## src/sv/rbi_pkg.sv

```systemverilog
// Shared types and constants for the ray versus box intersection block.
// Used by rbi_frac_div and ray_box_intersect; no dependencies.
package rbi_pkg;

    localparam int CW         = 32;
    localparam int FRAC       = 16;
    localparam int QW         = FRAC + 1;
    localparam int DIV_STAGES = FRAC + 1;
    localparam int IDXW       = 3;
    localparam int NUM_REGS   = 6;

    localparam logic [IDXW-1:0] REG_MIN_X = 3'd0;
    localparam logic [IDXW-1:0] REG_MIN_Y = 3'd1;
    localparam logic [IDXW-1:0] REG_MIN_Z = 3'd2;
    localparam logic [IDXW-1:0] REG_MAX_X = 3'd3;
    localparam logic [IDXW-1:0] REG_MAX_Y = 3'd4;
    localparam logic [IDXW-1:0] REG_MAX_Z = 3'd5;

    localparam logic [2:0] FACE_NONE   = 3'd0;
    localparam logic [2:0] FACE_INSIDE = 3'd1;
    localparam logic [2:0] FACE_NEG_X  = 3'd2;

    typedef enum logic [1:0] {
        CLS_INSIDE,
        CLS_BELOW,
        CLS_ABOVE
    } cls_t;

    typedef struct packed {
        logic signed [CW-1:0] origin_x;
        logic signed [CW-1:0] origin_y;
        logic signed [CW-1:0] origin_z;
        logic signed [CW-1:0] step_x;
        logic signed [CW-1:0] step_y;
        logic signed [CW-1:0] step_z;
    } ray_t;

    typedef struct packed {
        logic          hit;
        logic [QW-1:0] hit_param;
        logic [2:0]    face_code;
    } result_t;

endpackage

```

## src/sv/rbi_frac_div.sv

```systemverilog
// Pipelined restoring fractional divider: quot = floor(num * 2^FRAC / den).
// One quotient bit per stage; needs num <= den. Depends on rbi_pkg.
module rbi_frac_div (
    input  logic                    clk,
    input  logic [rbi_pkg::CW-1:0]  num,
    input  logic [rbi_pkg::CW-1:0]  den,
    output logic [rbi_pkg::QW-1:0]  quot
);

    localparam int CW = rbi_pkg::CW;
    localparam int QW = rbi_pkg::QW;
    localparam int NS = rbi_pkg::DIV_STAGES;

    logic [CW-1:0] rem_reg  [NS];
    logic [CW-1:0] rem_next [NS];
    logic [QW-1:0] quo_reg  [NS];
    logic [QW-1:0] quo_next [NS];
    logic [CW-1:0] den_reg  [NS];

    always_comb
    begin
        logic [CW:0] shifted;
        if (num >= den)
        begin
            rem_next[0] = num - den;
            quo_next[0] = QW'(1);
        end
        else
        begin
            rem_next[0] = num;
            quo_next[0] = '0;
        end
        for (int k = 1; k < NS; k++)
        begin
            shifted = {rem_reg[k-1], 1'b0};
            if (shifted >= {1'b0, den_reg[k-1]})
            begin
                rem_next[k] = CW'(shifted - {1'b0, den_reg[k-1]});
                quo_next[k] = {quo_reg[k-1][QW-2:0], 1'b1};
            end
            else
            begin
                rem_next[k] = shifted[CW-1:0];
                quo_next[k] = {quo_reg[k-1][QW-2:0], 1'b0};
            end
        end
    end

    always_ff @(posedge clk)
    begin
        den_reg[0] <= den;
        for (int k = 1; k < NS; k++)
        begin
            den_reg[k] <= den_reg[k-1];
        end
        for (int k = 0; k < NS; k++)
        begin
            rem_reg[k] <= rem_next[k];
            quo_reg[k] <= quo_next[k];
        end
    end

    assign quot = quo_reg[NS-1];

endmodule

```

## config.mk

```make
export PLATFORM = sky130hd
export DESIGN_NAME = rbi_frac_div
export DESIGN_NICKNAME = d
export VERILOG_FILES = /design/src/sv/rbi_pkg.sv /design/src/sv/rbi_frac_div.sv
export SDC_FILE = /design/constraint.sdc
export NUM_CORES = 2
export LEC_CHECK = 0
export ABC_CLOCK_PERIOD_IN_PS = 3400
export BUFFER_PORTS_ARGS = -buffer_cell sky130_fd_sc_hd__buf_2
export CAP_MARGIN = 25
export CORE_ASPECT_RATIO = 1.75
export CORE_MARGIN = 2
export CORE_UTILIZATION = 57
export DETAILED_ROUTE_END_ITERATION = 8
export PLACE_DENSITY = 0.88
export SLEW_MARGIN = 20
export SYNTH_ARGS = -nofsm -noshare
export SYNTH_HDL_FRONTEND = slang
export SYNTH_SLANG_ARGS = --single-unit
```

## constraint.sdc

```tcl
create_clock -name clk -period 3.4 [get_ports clk]
set_input_delay 0.34 -clock clk [delete_from_list [all_inputs] [get_ports clk]]
set_output_delay 0.34 -clock clk [all_outputs]
set_load 0.02 [all_outputs]
```

# Yosys cells after proc, flatten, opt, wreduce, memory -nomap -nowiden
# Memory sizes are Yosys's and may differ from the RTL's.
# Index checks and enable logic that the tools add are counted.
# classes
n_addsub	17
muxes	34
order_cmp	17
# op_table
operator	n
2-to-1 mux 32 bit	17
subtractor 32 bit	17
greater-or-equal comparator 33 x 32 -> 1 bit	16
greater-or-equal comparator 32 bit	1
2-to-1 mux 1 bit	17
# word_totals
n_memories	3
wordCells	71
mem_bits_rw	1377
regBits	0
# memory_table
name	depth	width	read_ports	rd_clocked_by_memory_dff	write_ports	line_no	rtl
den_reg	17	32	16	0	17	rbi_frac_div.sv:18	logic [CW-1:0] den_reg [NS];
rem_reg	17	32	16	0	17	rbi_frac_div.sv:14	logic [CW-1:0] rem_reg [NS];
quo_reg	17	17	17	0	17	rbi_frac_div.sv:16	logic [QW-1:0] quo_reg [NS];

# Longest topological paths before layout
# An unclocked memory read counts as a cell.
# depth
word_depth	3
ltp_mapped	15

# Worst setup path before layout
# No wires, ideal clock.
# synth_timing
path_type	flip-flop to flip-flop
from	memory den_reg[3][10] (netlist: den_reg[0][106])
to	memory rem_reg[4][4] (netlist: rem_reg[0][132])
n_path_buf	3
slack_ps	-5
period_less_slack_ps	3405
setup_time_ps	121
path_stages_with_launch	16
t_arrival_ps	3284
path_cell_list	dfxtp_1 inv_1 ha_1 buf_6 a21o_1 a21o_1 a221o_1 o2111ai_2 a21oi_2 o41ai_4 a21oi_2 a211o_1 a211o_1 buf_6 buf_12 mux2_4
# synth_lines
item	line_no
start: declaration	rbi_frac_div.sv:18
end: declaration	rbi_frac_div.sv:14

==> impl_metrics.csv <==
group,metric,value,unit
synthesis,synth_edf_count,0,
final_layout,fillers,6699,
grt,grt.met2_usage,0.6486,
synthesis,yosysWarnings,0,
worst_setup_path,cpMaxStageDelayCell,"o21ai_0",
sta,fin_crit,4.140,ns
die,row_count,155,
worst_setup_path,crit_chain,"inv_1 -> ha_1 -> nand2_1 -> buf_4 -> o21ai_0 -> a21oi_1 -> a211oi_1 -> a2111oi_2 -> buf_4 -> o21bai_1 -> a21oi_1 -> xnor2_1 -> mux2_2",
power,ir_worst_vdd,0.7592,mV
synthesis,synth_cell_type_count,88,
power,p_comb_frac,0.608,
power,clkPwrFrac,0.147,
sta,slew_violations,0,
synthesis,synth-seq-cells,1177,
sta,period_share,1.218,
grt,grt_pass1_wl,278.6,mm
clocking,htree_levels,3,
sta,finalHoldViolations,0,
sta,worst_slack,-0.7395,ns
clocking,numCtsBuffers,106,
placement,pre_cts_ws,-0.8244,ns
final_layout,final_cells,8577,
final_layout,layout-drive-gt1-share,0.2180,
die,initial_core_util,0.5733,
synthesis,synthesis.area,58370,sq um
final_layout,area_growth,23.78,%
placement,io_buffers,81,
outcome,status,"finished, violations left",
synthesis,seq_area_frac_synth,0.4036,
synthesis,synthFlopType,"dfxtp_1",
route,num_vias,53690,
die,dieArea,105100,sq um
job,drv_cap,0,
route,avgRoutedWirePerCell,23.73,um
die,coreArea,101800,sq um
worst_setup_path,worst_setup_path_start_kind,"flip-flop",
die,fp.dieW,245.9,um
placement,gp_congestion,1.057,
clocking,clk_pin_slew,0.07,ns
worst_setup_path,crit_type,"reg -> reg",
final_layout,final_area,72260,sq um
grt,grt_pass1_vias,55113,
worst_hold_path,worstHoldPathType,"in -> reg",
worst_setup_path,critPathArrivalTime,4.77,ns
placement,dp.cells,8192,
grt,antenna_found_initial,18,
worst_setup_path,cp_max_fo,4,
synthesis,netlist_instances,6355,
synthesis,synthArstFlopShare,0,
power,p_sw,0.03618,W
grt,grt_overflow,0,
power,leakagePower,34.29,nW
worst_setup_path,critPathMaxStageDelay,1.08,ns
grt,grt_max_degree,52,
clocking,clock-sinks,1177,
sta,worst_pin_slew,1.411,ns
grt,met1_usage,0.2408,
route,drc,0,
clocking,root_buffer,"clkbuf_16",
grt,use_met3,0.08454,
route,wirelength,203.5,mm
sta,rsz0062_at_grt,"true",
outcome,violations,"setup timing",
final_layout,final_common_cell,"dfxtp_1",
grt,gr-max-usage-layer,"met2",
route,drtAntennaViolNets,0,
placement,dp_hpwl,128.0,mm
route,firstDrtPassIters,8,
die,io_pins,82,
placement,placed_area,64510,sq um
synthesis,synth_fp_nets,6979,
worst_setup_path,end_kind,"flip-flop",
sta,slew_headroom,0.04970,
power,p_per_area,1188,nW/um^2
power,seqPwrFrac,0.245,
die,die_height,427.3,um
grt,track_usage,0.3405,
clocking,clock_path_buffers,3,
power,netSwitchingFraction,0.4216,
clocking,cts_tree,"done",
final_layout,layout_common_cells,"dfxtp_1, inv_1, buf_4, ha_1, a21oi_1",
clocking,clock_latency,0.76,ns
synthesis,postSynthAreaPerCell,9.186,sq um
sta,setup_viol,341,
route,first_iter_violations,3889,
final_layout,nNetsFinal,7774,
sta,max_freq,0.2416,GHz
route,via_per_inst,6.260,
sta,finClkSkew,0.04483,ns
worst_setup_path,worst_ep_required_time,4.03,ns
power,p_int,0.04963,W
## cell families after synthesis
logic type,synth area share
multiplexers,0.06034
flip-flops,0.4036
adder cells (fa/ha/maj),0.1219
buffers and inverters,0.05699
XOR/XNOR,0.06227
AND/OR/NAND/NOR,0.1121
AO/OA/AOI/OAI,0.1827
## timing repair
item / in CTS / in global routing
gates cloned: 11 / 17
buffers inserted: 31 / 72
pin swaps: 38 / 121
resized for setup: 187 / 294
hold buffers: 64 / 0
endpoints found under the hold margin: 64 / 0
endpoints found under the setup margin: 401 / 479
## critical path, delay by kind of cell (launching register included)
family | cells | cell delay (ns)
AOI/OAI and AO/OA | 6 | 2.46
xor gates and xnor gates | 1 | 0.13
adders and majority gates | 1 | 0.35
buffers and inverters | 3 | 0.40
DFF | 1 | 0.33
muxes | 1 | 0.26
and+or+nand+nor | 1 | 0.11
## power groups by stage
stage                     logic [W]  registers (W)  clock network, W
after global placement       0.0407         0.0207                 0
after CTS                    0.0452         0.0207            0.0125
after floorplan              0.0288         0.0201                 0
after global routing         0.0552         0.0213            0.0131
after detailed placement     0.0422         0.0209                 0
final                        0.0522         0.0210            0.0126
## synthesized netlist by cell type (16+ instances only)
cell type,n,area share
mux2i_1,17,0.0029
nor2_1,355,0.023
inv_1,693,0.045
a21oi_1,492,0.042
and3_1,60,0.0064
buf_2,16,0.0014
a31oi_1,51,0.0055
a31o_2,17,0.0026
or2_2,22,0.0024
mux2_4,26,0.0067
xor2_1,159,0.024
dfxtp_1,1177,0.40
nand4_1,102,0.011
a21boi_0,20,0.0026
a21o_1,277,0.036
xnor2_1,256,0.038
nand2b_1,58,0.0062
o31a_1,29,0.0044
nor3_1,94,0.0081
o31ai_1,36,0.0046
nand2_1,401,0.026
a211oi_1,36,0.0046
nor2b_1,64,0.0069
ha_1,543,0.12
a2111oi_0,17,0.0026
a221oi_1,17,0.0026
o211ai_1,27,0.0035
nand3_1,96,0.0082
clkbuf_1,139,0.0089
a211o_1,17,0.0026
nor4_1,23,0.0025
fa_1,16,0.0055
o21a_1,77,0.0099
a221o_1,16,0.0027
or3_1,19,0.0020
mux2_2,259,0.050
and2_1,26,0.0028
o21ai_0,353,0.030
o21bai_1,67,0.0086
## layout make-up
| class | count | area, sq um | area share |
|---|---|---|---|
| diodes | 13 | 32.53 | 0.0004502 |
| clock buffers | 149 | 3067 | 0.04244 |
| clock inverters | 39 | 524.3 | 0.007256 |
| inverters | 694 | 2608 | 0.03609 |
| multi-input cells | 4315 | 33530 | 0.4641 |
| flip-flops and latches | 1177 | 23610 | 0.3268 |
| well taps | 1334 | 1669 | 0.02310 |
| repair buffers | 856 | 7209 | 0.09978 |
## routing by layer
layer | wire [um] | up-vias
met5 | 91 | -
met4 | 31110 | 14
met3 | 15340 | 1783
met2 | 101600 | 3122
met1 | 55390 | 24962
li1 | - | 23809
## through the flow
step / utilization / setup TNS, ns / hold WS [ns] / total power, W
after global placement: 0.6336 / -44.97 / 0.3104 / 0.06144
final: 0.7097 / -73.55 / 0.1807 / 0.08581
after global routing: 0.7094 / -93.40 / 0.2297 / 0.08961
after CTS: 0.6884 / -4.569 / 0.1516 / 0.07846
after detailed placement: 0.6336 / -71.60 / 0.3121 / 0.06312
after floorplan: - / 0 / 0.3096 / 0.04899
## path summary, 6_finish.rpt
kind	startpoint	to	cells past startpoint	slack (ns)
min	num[20]	rem_reg[0][20]$_DFF_P_	4	0.18
max	den_reg[0][200]$_DFF_P_	rem_reg[0][251]$_DFF_P_	13	-0.74
max reg2reg	den_reg[0][200]$_DFF_P_	rem_reg[0][251]$_DFF_P_	13	-0.74
min reg2reg	quo_reg[1][95]$_DFF_P_	quo_reg[1][113]$_DFF_P_	0	0.31
Note: power is estimated with default switching activity, not from simulation.
